**src/sv/u2c_pkg.sv**
```systemverilog
// Shared types, constants and the CP-1252 mapping function for the UTF-8 to CP-1252
// path transcoder. No dependencies.
package u2c_pkg;

   // Longest path accepted, in input bytes
   localparam int MAX_PATH_BYTES = 256;
   // Byte counter saturates at MAX_PATH_BYTES + 1
   localparam int BCNT_W = $clog2(MAX_PATH_BYTES + 2);
   localparam int CCNT_W = 9;
   localparam int CP_W   = 21;

   localparam logic [CP_W-1:0] CP_MAX      = 21'h10FFFF;
   localparam logic [CP_W-1:0] SURR_LO     = 21'h00D800;
   localparam logic [CP_W-1:0] SURR_HI     = 21'h00DFFF;
   localparam logic [CP_W-1:0] MIN_2BYTE   = 21'h000080;
   localparam logic [CP_W-1:0] MIN_3BYTE   = 21'h000800;
   localparam logic [CP_W-1:0] MIN_4BYTE   = 21'h010000;
   localparam logic [7:0]      CONT_MASK   = 8'hC0;
   localparam logic [7:0]      CONT_TAG    = 8'h80;
   localparam logic [7:0]      PAYLOAD6    = 8'h3F;
   localparam logic [7:0]      CTRL_LIMIT  = 8'h20;
   localparam logic [7:0]      CHAR_COLON  = 8'h3A;
   localparam logic [7:0]      CHAR_BSLASH = 8'h5C;

   // Path status, also the held error code
   typedef enum logic [1:0] {
      ST_OK   = 2'd0,
      ST_LONG = 2'd1,
      ST_BAD  = 2'd2
   } status_type;

   // Code points behind CP-1252 bytes 0x80..0x9F, zero where the byte is unassigned
   localparam logic [15:0] CP_HIGH [32] = '{
      16'h20AC, 16'h0000, 16'h201A, 16'h0192, 16'h201E, 16'h2026, 16'h2020, 16'h2021,
      16'h02C6, 16'h2030, 16'h0160, 16'h2039, 16'h0152, 16'h0000, 16'h017D, 16'h0000,
      16'h0000, 16'h2018, 16'h2019, 16'h201C, 16'h201D, 16'h2022, 16'h2013, 16'h2014,
      16'h02DC, 16'h2122, 16'h0161, 16'h203A, 16'h0153, 16'h0000, 16'h017E, 16'h0178
   };

   // CP-1252 byte for a code point; zero when not representable (U+0000 too)
   function automatic logic [7:0] map_cp1252(input logic [CP_W-1:0] cp);
      logic [7:0] res;
      res = 8'h00;
      if (cp < 21'h80 || (cp >= 21'hA0 && cp <= 21'hFF)) begin
         res = cp[7:0];
      end else begin
         for (int k = 0; k < 32; k++) begin
            if (CP_HIGH[k] != 16'h0000 && {5'b0, CP_HIGH[k]} == cp) begin
               res = 8'h80 | 8'(k);
            end
         end
      end
      return res;
   endfunction

endpackage

```
**src/sv/u2c_ifs.sv**
```systemverilog
// Valid/ready channel interfaces for the transcoder: input bytes and result transactions.
// Depends on nothing.
interface u2c_req_if;
   logic       valid;
   logic       ready;
   logic [7:0] in_byte;
   logic       last;

   modport source (output valid, output in_byte, output last, input ready);
   modport sink   (input valid, input in_byte, input last, output ready);
endinterface

interface u2c_rsp_if;
   logic       valid;
   logic       ready;
   logic       char_valid;
   logic [7:0] char_byte;
   logic       done_res;
   logic [1:0] status;
   logic [8:0] out_length;

   modport source (output valid, output char_valid, output char_byte, output done_res,
                   output status, output out_length, input ready);
   modport sink   (input valid, input char_valid, input char_byte, input done_res,
                   input status, input out_length, output ready);
endinterface

```
**src/sv/utf8_to_cp1252_path_transcoder_top.sv**
```systemverilog
// Each accepted input byte yields its result transaction in the cycle after it is accepted.
// Throughput: one byte per cycle while the receiver takes results; decode, mapping and
// checks sit in front of a single result register, which also parts the two channels.
// Reset (synchronous, active high) clears the decoder state, counters, held error
// and the result valid flag. Depends on u2c_pkg and the channel interfaces in u2c_ifs.
module utf8_to_cp1252_path_transcoder_top (
   input logic         clock,
   input logic         reset,
   u2c_req_if.sink     req_chan,
   u2c_rsp_if.source   rsp_chan
);
   import u2c_pkg::*;

   // Decoder state
   logic [BCNT_W-1:0] byte_count_ff, byte_count_in;
   logic [1:0]        bytes_pending_ff, bytes_pending_in;
   logic [1:0]        seq_len_ff, seq_len_in;
   logic [CP_W-1:0]   partial_ff, partial_in;
   logic [CCNT_W-1:0] char_count_ff, char_count_in;
   status_type        err_ff, err_in;

   // Result register
   logic              rsp_valid_ff;
   logic              char_valid_ff, char_valid_in;
   logic [7:0]        char_byte_ff, char_byte_in;
   logic              done_ff;
   logic [1:0]        status_ff, status_in;
   logic [CCNT_W-1:0] out_length_ff, out_length_in;

   logic              req_fire;
   logic [7:0]        b;
   logic              is_last;
   logic              have_cp;
   logic [CP_W-1:0]   cp;
   logic [CP_W-1:0]   shifted;
   logic [CP_W-1:0]   min_val;
   logic [7:0]        mapped;
   logic [BCNT_W-1:0] bcount_step;

   assign req_chan.ready = !rsp_valid_ff || rsp_chan.ready;
   assign req_fire       = req_chan.valid && req_chan.ready;
   assign b              = req_chan.in_byte;
   assign is_last        = req_chan.last;

   // Decode one byte against the current state
   always_comb begin
      bcount_step      = byte_count_ff;
      err_in           = err_ff;
      bytes_pending_in = bytes_pending_ff;
      seq_len_in       = seq_len_ff;
      partial_in       = partial_ff;
      char_count_in    = char_count_ff;
      have_cp          = 1'b0;
      cp               = '0;
      char_valid_in    = 1'b0;
      char_byte_in     = 8'h00;
      shifted          = {partial_ff[CP_W-7:0], b[5:0]};
      mapped           = 8'h00;

      // Count bytes, saturating one past the limit
      if (byte_count_ff <= BCNT_W'(MAX_PATH_BYTES)) begin
         bcount_step = byte_count_ff + BCNT_W'(1);
      end
      if (bcount_step > BCNT_W'(MAX_PATH_BYTES)) begin
         err_in = ST_LONG;
      end

      // Minimum value per sequence length, to reject overlong forms
      case (seq_len_ff)
         2'd1:    min_val = MIN_2BYTE;
         2'd2:    min_val = MIN_3BYTE;
         default: min_val = MIN_4BYTE;
      endcase

      if (err_in == ST_OK) begin
         if (bytes_pending_ff == 2'd0) begin
            // Expect a lead byte
            if (b < 8'h80) begin
               cp      = {13'b0, b};
               have_cp = 1'b1;
            end else if (b < 8'hC0) begin
               err_in = ST_BAD;
            end else if (b < 8'hE0) begin
               bytes_pending_in = 2'd1;
               seq_len_in       = 2'd1;
               partial_in       = {16'b0, b[4:0]};
            end else if (b < 8'hF0) begin
               bytes_pending_in = 2'd2;
               seq_len_in       = 2'd2;
               partial_in       = {17'b0, b[3:0]};
            end else if (b < 8'hF8) begin
               bytes_pending_in = 2'd3;
               seq_len_in       = 2'd3;
               partial_in       = {18'b0, b[2:0]};
            end else begin
               err_in = ST_BAD;
            end
         end else if ((b & CONT_MASK) != CONT_TAG) begin
            err_in = ST_BAD;
         end else begin
            // Gather continuation bits, check on the final one
            partial_in       = shifted;
            bytes_pending_in = bytes_pending_ff - 2'd1;
            if (bytes_pending_ff == 2'd1) begin
               if (shifted < min_val || shifted > CP_MAX ||
                   (shifted >= SURR_LO && shifted <= SURR_HI)) begin
                  err_in = ST_BAD;
               end else begin
                  cp      = shifted;
                  have_cp = 1'b1;
               end
            end
         end

         // Map and screen a completed character
         if (have_cp) begin
            mapped = map_cp1252(cp);
            if (mapped < CTRL_LIMIT || mapped == CHAR_COLON || mapped == CHAR_BSLASH) begin
               err_in = ST_BAD;
            end else begin
               char_valid_in = 1'b1;
               char_byte_in  = mapped;
               char_count_in = char_count_ff + CCNT_W'(1);
            end
         end

         // Flag a sequence cut off by the last byte
         if (is_last && err_in == ST_OK && bytes_pending_in != 2'd0) begin
            err_in = ST_BAD;
         end
      end

      status_in     = is_last ? 2'(err_in) : 2'd0;
      out_length_in = (is_last && err_in == ST_OK) ? char_count_in : '0;
      byte_count_in = bcount_step;
   end

   // Advance decoder state; clear it after the last byte of a path
   always_ff @(posedge clock) begin
      if (reset) begin
         byte_count_ff    <= '0;
         bytes_pending_ff <= 2'd0;
         seq_len_ff       <= 2'd0;
         partial_ff       <= '0;
         char_count_ff    <= '0;
         err_ff           <= ST_OK;
      end else if (req_fire) begin
         if (is_last) begin
            byte_count_ff    <= '0;
            bytes_pending_ff <= 2'd0;
            seq_len_ff       <= 2'd0;
            partial_ff       <= '0;
            char_count_ff    <= '0;
            err_ff           <= ST_OK;
         end else begin
            byte_count_ff    <= byte_count_in;
            bytes_pending_ff <= bytes_pending_in;
            seq_len_ff       <= seq_len_in;
            partial_ff       <= partial_in;
            char_count_ff    <= char_count_in;
            err_ff           <= err_in;
         end
      end
   end

   // Hold the result transaction until taken
   always_ff @(posedge clock) begin
      if (reset) begin
         rsp_valid_ff <= 1'b0;
      end else if (req_fire) begin
         rsp_valid_ff <= 1'b1;
      end else if (rsp_chan.ready) begin
         rsp_valid_ff <= 1'b0;
      end
   end

   always_ff @(posedge clock) begin
      if (req_fire) begin
         char_valid_ff <= char_valid_in;
         char_byte_ff  <= char_byte_in;
         done_ff       <= is_last;
         status_ff     <= status_in;
         out_length_ff <= out_length_in;
      end
   end

   assign rsp_chan.valid      = rsp_valid_ff;
   assign rsp_chan.char_valid = char_valid_ff;
   assign rsp_chan.char_byte  = char_byte_ff;
   assign rsp_chan.done_res   = done_ff;
   assign rsp_chan.status     = status_ff;
   assign rsp_chan.out_length = out_length_ff;

`ifndef NO_ASSERTIONS
   // A path's last byte leaves the decoder idle
   a_clear_after_last: assert property (@(posedge clock) disable iff (reset)
      req_fire && is_last |=> byte_count_ff == '0 && bytes_pending_ff == 2'd0 &&
                              char_count_ff == '0 && err_ff == ST_OK)
      else $error("decoder state not cleared after last byte");

   // Pending continuations never exceed the sequence length
   a_pending_bound: assert property (@(posedge clock) disable iff (reset)
      bytes_pending_ff <= seq_len_ff)
      else $error("pending count exceeds sequence length");

   // An error stays held until the last byte
   a_error_held: assert property (@(posedge clock) disable iff (reset)
      req_fire && !is_last && err_ff != ST_OK |=> err_ff != ST_OK)
      else $error("held error dropped before end of path");

   // A stalled result keeps its payload
   a_rsp_hold: assert property (@(posedge clock) disable iff (reset)
      rsp_valid_ff && !rsp_chan.ready |=> rsp_valid_ff && $stable(char_byte_ff) &&
                                          $stable(status_ff) && $stable(out_length_ff))
      else $error("stalled result changed");
`endif

endmodule

```
**src/flat_wrapper.sv**
```systemverilog
// flat-port wrapper written by rule: the top's interface ports become plain ports
module utf8_to_cp1252_path_transcoder_top_flat import u2c_pkg::*;
  (clock, reset, req_chan_valid, req_chan_in_byte, req_chan_last, req_chan_ready, rsp_chan_valid, rsp_chan_char_valid, rsp_chan_char_byte, rsp_chan_done_res, rsp_chan_status, rsp_chan_out_length, rsp_chan_ready);
  u2c_req_if req_chan_i ();
  u2c_rsp_if rsp_chan_i ();
  input logic clock;
  input logic reset;
  input wire logic [$bits(req_chan_i.valid)-1:0] req_chan_valid;
  input wire logic [$bits(req_chan_i.in_byte)-1:0] req_chan_in_byte;
  input wire logic [$bits(req_chan_i.last)-1:0] req_chan_last;
  output wire logic [$bits(req_chan_i.ready)-1:0] req_chan_ready;
  output wire logic [$bits(rsp_chan_i.valid)-1:0] rsp_chan_valid;
  output wire logic [$bits(rsp_chan_i.char_valid)-1:0] rsp_chan_char_valid;
  output wire logic [$bits(rsp_chan_i.char_byte)-1:0] rsp_chan_char_byte;
  output wire logic [$bits(rsp_chan_i.done_res)-1:0] rsp_chan_done_res;
  output wire logic [$bits(rsp_chan_i.status)-1:0] rsp_chan_status;
  output wire logic [$bits(rsp_chan_i.out_length)-1:0] rsp_chan_out_length;
  input wire logic [$bits(rsp_chan_i.ready)-1:0] rsp_chan_ready;
  assign req_chan_i.valid = req_chan_valid;
  assign req_chan_i.in_byte = req_chan_in_byte;
  assign req_chan_i.last = req_chan_last;
  assign req_chan_ready = req_chan_i.ready;
  assign rsp_chan_valid = rsp_chan_i.valid;
  assign rsp_chan_char_valid = rsp_chan_i.char_valid;
  assign rsp_chan_char_byte = rsp_chan_i.char_byte;
  assign rsp_chan_done_res = rsp_chan_i.done_res;
  assign rsp_chan_status = rsp_chan_i.status;
  assign rsp_chan_out_length = rsp_chan_i.out_length;
  assign rsp_chan_i.ready = rsp_chan_ready;
  utf8_to_cp1252_path_transcoder_top u_core (.clock(clock), .reset(reset), .req_chan(req_chan_i), .rsp_chan(rsp_chan_i));
endmodule
```
**config.mk**
```make
export PLATFORM = sky130hd
export DESIGN_NAME = utf8_to_cp1252_path_transcoder_top_flat
export DESIGN_NICKNAME = d
export VERILOG_FILES = /design/src/sv/u2c_pkg.sv /design/src/sv/u2c_ifs.sv /design/src/sv/utf8_to_cp1252_path_transcoder_top.sv /design/src/flat_wrapper.sv
export SDC_FILE = /design/constraint.sdc
export NUM_CORES = 1
export LEC_CHECK = 0
export BUFFER_PORTS_ARGS = -buffer_cell sky130_fd_sc_hd__buf_2
export CORE_ASPECT_RATIO = 0.9
export CORE_MARGIN = 4
export CORE_UTILIZATION = 55
export CTS_CLUSTER_DIAMETER = 200
export CTS_CLUSTER_SIZE = 40
export DETAILED_ROUTE_END_ITERATION = 12
export PLACE_DENSITY_LB_ADDON = 0.25
export SLEW_MARGIN = 20
export SYNTH_ARGS = -nofsm -noshare
export SYNTH_HDL_FRONTEND = slang
export SYNTH_SLANG_ARGS = --single-unit
export TNS_END_PERCENT = 1
```
**constraint.sdc**
```tcl
create_clock -name clock -period 3.3 [get_ports clock]
set_input_delay 0.495 -clock clock [delete_from_list [all_inputs] [get_ports clock]]
set_output_delay 0.495 -clock clock [all_outputs]
set_load 0.1 [all_outputs]
```
# == Word-level counts from Yosys, hierarchy flattened ==
# Cells that the tools add are included.
# word_totals
in_bits,13
wordCells,193
ramBits,0
n_memories,0
reg_bits,61
latchBits,0
mem_bits_ro,0
# classes
eq_ne,39
n_mux,95
div_mod_pow,0
bitwise_logic,2
n_shift,0
n_mul,0
addsub,3
n_reduce_logical,27
n_lt_le_gt_ge,15
# op_table
operator,n
"14-bit by 21-bit == test with 1-bit output, first input constant",17
8-bit 2-to-1 mux,31
"9-bit by 21-bit == test with 1-bit output, first input constant",8
15-bit 2-to-1 mux,9
21-bit 2-to-1 mux,5
2-bit 2-to-1 mux,34
9-bit 2-to-1 mux,6
"10-bit by 21-bit == test with 1-bit output, first input constant",2
"8-bit < comparator, second input constant",5
17-bit case mux with 2 select lines,1
"21-bit by 16-bit greater-or-equal comparator with 1-bit output, second input constant",1
"21-bit by 8-bit greater-or-equal comparator with 1-bit output, second input constant",1
"21-bit greater-than comparator, second input constant",1
"21-bit by 16-bit <= comparator with 1-bit output, second input constant",1
"21-bit by 8-bit <= comparator with 1-bit output, second input constant",1
21-bit by 17-bit < comparator with 1-bit output,1
"21-bit by 8-bit < comparator with 1-bit output, second input constant",1
"9-bit by 1-bit adder with 9-bit output, second input constant",2
6-bit AND reduction,2
"9-bit greater-than comparator, second input constant",1
"9-bit <= comparator, second input constant",1
1-bit 2-to-1 mux,9
"8-bit by 6-bit == test with 1-bit output, second input constant",1
"8-bit by 7-bit == test with 1-bit output, second input constant",1
17 further kinds,39

# == Logic depth before layout (Yosys ltp) ==
# Gate-level depths: netlist of run 1.
# logic_depth
ltp_word,54
ltp_mapped,18
ltp_nobuf,16

# == Least setup slack after synthesis of run 1 ==
# No wires, ideal clock.
# synth_timing
path_type,register -> register
start,reg u_core.bytes_pending_ff[1]
end,reg u_core.char_count_ff[6]
setup_time_ns,0.074
arrival_time_ns,3.232
setup_slack_ns,-0.007
stages_incl_launch_ff,16
n_path_buf,2
period_less_slack_ns,3.307
required_ns,3.226
cell_sequence,dfxtp_1 inv_1 ha_1 clkbuf_1 nand3b_1 and3_1 o211ai_1 nor2_2 a211o_1 o2111a_1 a32oi_2 o21ai_2 or2_1 buf_2 or4_1 a31oi_1
# synth_via
elab_chain_cells,43
word_cells_on_any_way,81
cone_classes,4 x order compare; 30 x eq/ne; 42 x mux; 5 x reduce/logical
# synth_rtl
item,line,rtl
start: declaration,utf8_to_cp1252_path_transcoder_top.sv:16,"logic [1:0] bytes_pending_ff, bytes_pending_in;"
start signal: assignment,utf8_to_cp1252_path_transcoder_top.sv:157,bytes_pending_ff <= bytes_pending_in;
2-bit by 1-bit == test with 1-bit output,utf8_to_cp1252_path_transcoder_top.sv:104,if (bytes_pending_ff == 2'd1) begin
21-bit 2-to-1 mux,utf8_to_cp1252_path_transcoder_top.sv:104,
21-bit 2-to-1 mux,utf8_to_cp1252_path_transcoder_top.sv:98,end else if ((b & CONT_MASK) != CONT_TAG) begin
21-bit 2-to-1 mux,utf8_to_cp1252_path_transcoder_top.sv:76,if (bytes_pending_ff == 2'd0) begin
21-bit 2-to-1 mux,utf8_to_cp1252_path_transcoder_top.sv:75,if (err_in == ST_OK) begin
14-bit by 21-bit == test with 1-bit output,u2c_pkg.sv:48,"if (CP_HIGH[k] != 16'h0000 && {5'b0, CP_HIGH[k]} == cp) begin"
8-bit 2-to-1 mux (27 in series),u2c_pkg.sv:48,
8-bit 2-to-1 mux,u2c_pkg.sv:44,if (cp < 21'h80 || (cp >= 21'hA0 && cp <= 21'hFF)) begin
8-bit 2-to-1 mux,utf8_to_cp1252_path_transcoder_top.sv:116,if (have_cp) begin
8-bit 2-to-1 mux,utf8_to_cp1252_path_transcoder_top.sv:75,
8-bit by 6-bit < comparator with 1-bit output or 8-bit by 6-bit == test with 1-bit output (tied branches),utf8_to_cp1252_path_transcoder_top.sv:118,if (mapped < CTRL_LIMIT || mapped == CHAR_COLON || mapped == CHAR_BSLASH) begin
1-bit logical OR (2 in series),utf8_to_cp1252_path_transcoder_top.sv:118,
9-bit 2-to-1 mux,utf8_to_cp1252_path_transcoder_top.sv:118,
9-bit 2-to-1 mux *,utf8_to_cp1252_path_transcoder_top.sv:116,
9-bit 2-to-1 mux *,utf8_to_cp1252_path_transcoder_top.sv:75,
9-bit 2-to-1 mux *,utf8_to_cp1252_path_transcoder_top.sv:148,if (is_last) begin
end signal: assignment,utf8_to_cp1252_path_transcoder_top.sv:160,char_count_ff <= char_count_in;
end: declaration,utf8_to_cp1252_path_transcoder_top.sv:19,"logic [CCNT_W-1:0] char_count_ff, char_count_in;"
# Every way passes the cells marked *; elsewhere a longest branch is shown, timed or not. The select of a mux whose other input is x is not followed.
# A chain may end at the register's enable or synchronous reset.

# == Worst setup path in the final report of run 1 ==
# layout_timing
start,reg u_core.partial_ff[13]
end,reg u_core.char_count_ff[5]
# layout_via
elab_chain_cells,46
word_cells_on_any_way,88
cone_classes,8 x order compare; 29 x eq/ne; 44 x mux; 7 x reduce/logical
# layout_rtl
item,line,rtl
start: declaration,utf8_to_cp1252_path_transcoder_top.sv:18,"logic [CP_W-1:0] partial_ff, partial_in;"
start signal: assignment,utf8_to_cp1252_path_transcoder_top.sv:159,partial_ff <= partial_in;
21-bit by 17-bit < comparator with 1-bit output (tied with other cells),utf8_to_cp1252_path_transcoder_top.sv:105,if (shifted < min_val || shifted > CP_MAX ||
1-bit logical OR or 1-bit logical AND (tied branches),"utf8_to_cp1252_path_transcoder_top.sv:105, utf8_to_cp1252_path_transcoder_top.sv:106",
1-bit logical OR,utf8_to_cp1252_path_transcoder_top.sv:105,
21-bit 2-to-1 mux,utf8_to_cp1252_path_transcoder_top.sv:105,
21-bit 2-to-1 mux,utf8_to_cp1252_path_transcoder_top.sv:104,
21-bit 2-to-1 mux,utf8_to_cp1252_path_transcoder_top.sv:98,
21-bit 2-to-1 mux,utf8_to_cp1252_path_transcoder_top.sv:76,
21-bit 2-to-1 mux,utf8_to_cp1252_path_transcoder_top.sv:75,
[29 not listed],-,
8-bit 2-to-1 mux,utf8_to_cp1252_path_transcoder_top.sv:116,
8-bit 2-to-1 mux,utf8_to_cp1252_path_transcoder_top.sv:75,
8-bit by 6-bit < comparator with 1-bit output or 8-bit by 6-bit == test with 1-bit output (tied branches),utf8_to_cp1252_path_transcoder_top.sv:118,
1-bit logical OR (2 in series),utf8_to_cp1252_path_transcoder_top.sv:118,
9-bit 2-to-1 mux,utf8_to_cp1252_path_transcoder_top.sv:118,
9-bit 2-to-1 mux *,utf8_to_cp1252_path_transcoder_top.sv:116,
9-bit 2-to-1 mux *,utf8_to_cp1252_path_transcoder_top.sv:75,
9-bit 2-to-1 mux *,utf8_to_cp1252_path_transcoder_top.sv:148,
# Marked as above.

==> flow_metrics.tcl, run 1 <==
set metrics [dict create \
    ys_ff_latch 61 \
    synthArstFlopShare_pct 0 \
    path_class "reg -> reg" \
    drtAntennaViolNets 0 \
    cts_made_buffers 9 \
    globalplace.congestion 0.966 \
    grt_pass1_wl_um 20200 \
    startpoint "u_core.partial_ff[13]" \
    hp-class "in -> reg" \
    worst-r2r-cell-count 11 \
    syn_nets 554 \
    drive_gt1_share_pct 30.1 \
    avgSynthCellArea_um2 7.85 \
    skew_ns 0.0129 \
    dp_hpwl_um 8890 \
    synth_flop_cell "dfxtp_1" \
    initial_core_util_pct 57.8 \
    die_w_um 99.8 \
    nNetsFinal 641 \
    finalPower_uw 1930 \
    die_area_um2 9050 \
    yosysTopAreaCellShare_pct 19.2 \
    dp_slack_ns -0.113 \
    layout_commonest_cell "buf_4" \
    htreeDepth 3 \
    powerDensity_nw_per_um2 356 \
    drtIter0Drc 508 \
    viasPerCell 6.39 \
    grt_max_degree 42 \
    cp_top_family "compound AO/OA/AOI/OAI gates" \
    post-route-period-util_pct 99.6 \
    seq_area_frac_synth_pct 34.3 \
    crit_required_ns 3.55 \
    reg2reg_slack_ns 0.01 \
    yosysTopAreaCell "dfxtp_1" \
    first_pass_iters 5 \
    tritoncts_num_sinks 61 \
    regToRegEndpoint "u_core.char_count_ff[5]" \
    p_seq_share_pct 41.9 \
    final_cell_mix "buf_4 (67), nand2_1 (58), nor2_1 (49), a21oi_1 (47), buf_2 (35)" \
    port_buffers 35 \
    fin_ws_ns 0.0143 \
    yosysUniqueCellTypes 76 \
    path_cells "o41a_1, a41oi_2, nor2_1, or4_4, a21oi_2, o221ai_2, a32oi_2, o21ai_2, or2_4, or4_1, a31oi_1" \
    grt_pass1_vias 4222 \
    setup.worst_path.end_class "flop" \
    fmax_mhz 304 \
    rsz0062_at_grt "yes" \
    p_int_uw 1310 \
    finalHoldViolCount 0 \
    maxCapViolCount 0 \
    path_clk_slew_ns 0.07 \
    whs_ns 0.398 \
    clock_path_buffers 2 \
    clk-insertion-delay-late_ns 0.35 \
    root_buffer "clkbuf_8" \
    area_growth_pct 30.0 \
    antenna_cells 0 \
    antenna_found_initial 0 \
    cp.arrival_ns 3.53 \
    slowest_stage "or4_4" \
    fin_util_pct 75.2 \
    ys.warnings.count 0 \
    drc 0 \
    syn-cell-area_um2 4180 \
    rr_startpoint "u_core.partial_ff[13]" \
    path_depth 11 \
    die_h_um 90.7 \
    fp-row-count 29 \
    crit_end "u_core.char_count_ff[5]" \
    cts_hold_buf 0 \
    p_comb_share_pct 22.6 \
    totalWireLength_um 13000 \
    grt.overflow.total 0 \
    syn_inst 532 \
    wl_per_cell_um 18.1 \
    synth_edf_count 21 \
    worst_slew_pin_slew_ns 0.802 \
    pin_count 36 \
    coreArea_um2 7220 \
    vdd_ir_drop_max_v 0.000320 \
    cpPeakStageDelay_ns 0.50 \
    cts_tree "done" \
    ys_top_cells_by_area "dfxtp_1 (19%), edfxtp_1 (15%), a21oi_1 (6.0%)" \
    setup_viol 0 \
    slew_headroom_pct 46.4 \
    num_vias 4581 \
    grt_usage_pct 27.4 \
    status "finished, final reports clean" \
    period_needed_ns 3.29 \
    swShare_pct 32.1 \
    start_kind "flop" \
    p_clk_share_pct 35.5 \
    drv_slew 0 \
    crit_fanout 7 \
    critical_path_buf_inv_count 0 \
    p_leak_uw 0.00195 \
    power_switching_uw 621 \
]
worst min-delay path by stage:
stage / start / end / slack [ns] / cells past startpoint
after CTS: req_chan_valid / u_core.rsp_chan.valid / 0.38 / 3
after detailed placement: u_core.partial_ff[9] / u_core.partial_ff[9] / 0.49 / 2
after global routing: req_chan_valid / u_core.rsp_chan.valid / 0.40 / 3
after floorplan: u_core.partial_ff[6] / u_core.partial_ff[6] / 0.45 / 2
after global placement: u_core.partial_ff[9] / u_core.partial_ff[9] / 0.48 / 2
final: req_chan_valid / u_core.rsp_chan.valid / 0.40 / 3
power by group through the flow:
stage / clock network [µW] / registers, µW / logic, µW
2_1_floorplan: 0 / 933 / 172
3_3_place_gp: 0 / 825 / 402
3_5_place_dp: 0 / 826 / 406
4_1_cts: 697 / 809 / 411
5_1_grt: 729 / 811 / 463
6_report: 686 / 810 / 437
final cells by class:
| class | count | area [µm²] |
|---|---|---|
| Inverter | 21 | 78.8 |
| Tap cell | 93 | 116 |
| Timing Repair Buffer | 108 | 763 |
| Multi-Input combinational cell | 418 | 2830 |
| Sequential cell | 61 | 1440 |
| Clock buffer | 12 | 155 |
| Clock inverter | 4 | 46.3 |
| Fill cell | 548 | 1790 |
logic make-up (layout without fill, tap and decap cells):
kind of cell             Yosys count  after routing  synth area share, %
buffers and inverters             53            145                 4.82
adder cells (fa/ha/maj)            9              9                 2.70
XOR/XNOR                          11             11                 2.31
AO/OA/AOI/OAI                    146            146                 24.2
AND/OR/NAND/NOR                  250            250                 31.2
multiplexers                       2              2                0.479
flip-flops                        61             61                 34.3
what timing repair did:
action / 4_1_cts / 5_1_grt
gates resized for setup: 10 / 53
endpoints found under the setup margin: 9 / 38
endpoints found under the hold margin: 0 / 0
pin swaps: 4 / 22
setup buffers: 0 / 3
sequential cells by signal, summed over array words and instances, names as in the netlist, 2 cells and up:
register / count
u_core.rsp_chan.status: 2
u_core.err_ff: 2
u_core.rsp_chan.char_byte: 8
u_core.bytes_pending_ff: 2
u_core.byte_count_ff: 9
u_core.seq_len_ff: 2
u_core.partial_ff: 15
u_core.char_count_ff: 9
u_core.rsp_chan.out_length: 9
worst min-delay path: cells and delay by family:
| kind | cells | cell delay, ns |
|---|---|---|
| buffers and inverters | 2 | 0.14 |
| AO/OA/AOI/OAI | 1 | 0.05 |
metal layers:
| layer | global-route usage [%] | part of all wire (%) |
|---|---|---|
| met5 | 0 | 0 |
| met4 | 9.90 | 2.2 |
| met3 | 6.02 | 9.0 |
| met2 | 41.4 | 46 |
| met1 | 38.2 | 42 |
cells in the mapped netlist (10+ instances only):
library cell / n
a21oi_1: 50
a31oi_1: 13
clkbuf_1: 29
dfxtp_1: 40
edfxtp_1: 21
inv_1: 19
nand2_1: 59
nand3_1: 34
nor2_1: 51
nor2b_1: 10
nor3_1: 19
nor4_1: 13
o21ai_0: 20
through the flow:
step / TNS, ns / std cells / cell area, µm²
floorplan: 0 / 532 / 4180
global placement: -0.0225 / 698 / 4890
detailed placement: -0.402 / 698 / 4890
CTS: -0.0769 / 714 / 5150
global route: -1.01 / 717 / 5430
finish: 0 / 717 / 5430
Power figures use the tool's default switching activity.
==> run 2, diff against run 1 <==
--- a/config.mk
+++ b/config.mk
@@ -12,6 +12,7 @@
 export CTS_CLUSTER_DIAMETER = 200
 export CTS_CLUSTER_SIZE = 40
 export DETAILED_ROUTE_END_ITERATION = 12
+export MAX_ROUTING_LAYER = met4
 export PLACE_DENSITY_LB_ADDON = 0.25
 export SLEW_MARGIN = 20
 export SYNTH_ARGS = -nofsm -noshare
==> constraint.sdc (replaced) <==
create_clock -name clock -period 3.3 [get_ports clock]
set_input_delay 0.495 -clock clock [delete_from_list [all_inputs] [get_ports clock]]
set_output_delay 0.495 -clock clock [all_outputs]
set_load 0.05 [all_outputs]
==> run 2 against run 1 <==
Effect of this change:
- the flow now finishes with violations (setup timing)
- wire length rose by 1.7%
- clock-buffer cell count grew 1
- die area stayed put
- largest power group unchanged
- clock skew about the same
- global-route usage is 0.45 points higher
- critical endpoint is now u_core.rsp_chan.out_length[4]
- final cell count grew 1.3%
- clock power is 3.1% higher
- critical path depth increased by 3
- sequential power hardly changed
- maximum frequency decreased by 1.6%
- via count up 3.1%
==> flow_metrics.tcl, run 2 (same netlist as run 1, synthesis figures left out) <==
set metrics [dict create \
    status "finished, violations left" \
    failed_checks "setup timing" \
    area_growth_pct 29.6 \
    nNetsFinal 650 \
    skew_ns 0.0127 \
    htreeDepth 3 \
    final_cell_mix "buf_4 (75), nand2_1 (59), nor2_1 (50), a21oi_1 (49), dfxtp_1 (36)" \
    initial_core_util_pct 57.8 \
    finalHoldViolCount 0 \
    fillCellCount 558 \
    path_class "reg -> reg" \
    antenna_cells 0 \
    die_h_um 90.7 \
    wl_per_cell_um 18.2 \
    maxCapViolCount 0 \
    min_to "u_core.rsp_chan.valid" \
    hp-class "in -> reg" \
    crit_fanout 7 \
    crit_required_ns 3.41 \
    die_area_um2 9050 \
    dp_hpwl_um 9010 \
    vdd_ir_drop_max_v 0.000352 \
    drive_gt1_share_pct 28.6 \
    cts_hold_buf 0 \
    fin_ws_ns -0.0405 \
    drtAntennaViolNets 0 \
    grt_pass1_vias 4145 \
    coreArea_um2 7220 \
    worst_slew_pin_slew_ns 0.900 \
    rsz0062_at_grt "yes" \
    worst-r2r-cell-count 14 \
    clk-insertion-delay-late_ns 0.35 \
    grt_pass1_wl_um 20100 \
    viasPerCell 6.50 \
    cp_top_family "simple AND/OR/NAND/NOR gates" \
    finalPower_uw 1890 \
    critical_path_buf_inv_count 3 \
    totalWireLength_um 13200 \
    largest_reg_flops 15 \
    cts_made_buffers 9 \
    p_leak_uw 0.00200 \
    cts_tree "done" \
    fp-row-count 29 \
    grt.overflow.total 0 \
    setup.worst_path.end_class "flop" \
    fin_tns_setup_ns -0.117 \
    drc 0 \
    drv_slew 0 \
    fin_util_pct 74.9 \
    clock_path_buffers 2 \
    first_pass_iters 5 \
    post-route-period-util_pct 101 \
    drtIter0Drc 411 \
    rr_startpoint "u_core.partial_ff[14]" \
    fin_area_um2 5410 \
    layout_commonest_cell "buf_4" \
    pin_count 36 \
    regToRegEndpoint "u_core.rsp_chan.out_length[4]" \
    num_vias 4722 \
    tritoncts_num_sinks 61 \
    critPathMostFrequentCell "buf_4" \
    port_buffers 35 \
    path_clk_slew_ns 0.07 \
    grt_usage_pct 27.9 \
    min_from "req_chan_valid" \
    start_kind "flop" \
    period_needed_ns 3.34 \
    die_w_um 99.8 \
    multiInputGateArea_um2 2750 \
    root_buffer "clkbuf_8" \
    whs_path_depth 3 \
    cp.arrival_ns 3.45 \
    regArea_um2 1440 \
    antenna_found_initial 0 \
    regMostFlops "u_core.partial_ff" \
    cpPeakStageDelay_ns 0.44 \
    grt_max_degree 42 \
    fmax_mhz 299 \
    slowest_stage "nor4_1" \
    reg2reg_slack_ns -0.04 \
    place_area_um2 4900 \
    path_cells "nor4_4, nand4_1, buf_4, nor4_1, a21oi_1, buf_4, o221ai_1, nor3_2, nand3b_1, o21ai_2, buf_6, nor3_1, xnor2_1, nor2_1" \
    globalplace.congestion 0.957 \
    setup_viol 6 \
    slew_headroom_pct 39.8 \
    powerDensity_nw_per_um2 350 \
]
==> run 2: cell types whose count changed in the layout (fill, tap and decap cells not counted), moves of 2 or more <==
cell     before  now
a21oi_1      47   49
a21oi_2       4    2
buf_4        67   75
dfxtp_1      34   36
dfxtp_2       6    4
nor3_1       14   16
nor4_1        6    8
==> run 2: worst max-delay path by stage <==
stage | start | to | slack, ns | depth (start not counted)
after detailed placement | u_core.seq_len_ff[0] | u_core.rsp_chan.out_length[8] | -0.09 | 18
after global routing | u_core.partial_ff[14] | u_core.rsp_chan.out_length[2] | -0.20 | 14
after CTS | u_core.seq_len_ff[0] | u_core.char_count_ff[5] | 0.002 | 13
final | u_core.partial_ff[14] | u_core.rsp_chan.out_length[4] | -0.04 | 14
after global placement | u_core.bytes_pending_ff[1] | u_core.rsp_chan.out_length[8] | -0.06 | 16
after floorplan | u_core.seq_len_ff[0] | u_core.char_count_ff[6] | 0.01 | 14
==> run 2: final cells by class <==
type | instances | area share [%]
clock buffer | 13 | 3.12
clock inverter | 3 | 0.763
inverter | 21 | 1.46
multi-input combinational | 419 | 50.9
sequential | 61 | 26.5
tap | 93 | 2.15
timing repair buffer | 116 | 15.1
==> run 2: layer usage <==
layer | track usage, % | routed length [µm]
met1 | 38.6 | 5610
met2 | 41.0 | 6050
met3 | 5.71 | 1160
met4 | 8.08 | 378
met5 | - | 0
==> run 2: where the power goes <==
part | switching [µW] | internal [µW] | total [µW]
sequential | 11.7 | 798 | 810
combinational | 250 | 127 | 377
clock | 297 | 410 | 707
total | 559 | 1340 | 1890
==> run 2: repair_timing <==
action                                  CTS  global route
pin swaps                                 1            25
endpoints found under the hold margin     0             0
gates cloned                              0             1
resized for setup                         8            36
endpoints found under the setup margin   15            43
setup buffers                             0             9
==> run 2: worst min-delay path, delay by kind of cell <==
family          cells  cell delay, ns
buf+inv             2            0.15
compound gates      1            0.05
==> run 2: per-stage QoR <==
step	hold WS [ns]	setup WS (ns)	instances
final	0.400	-0.0405	726
after floorplan	0.454	0.0128	532
after detailed placement	0.489	-0.0863	700
after CTS	0.380	0.00166	716
after global placement	0.476	-0.0622	700
after global routing	0.395	-0.200	726
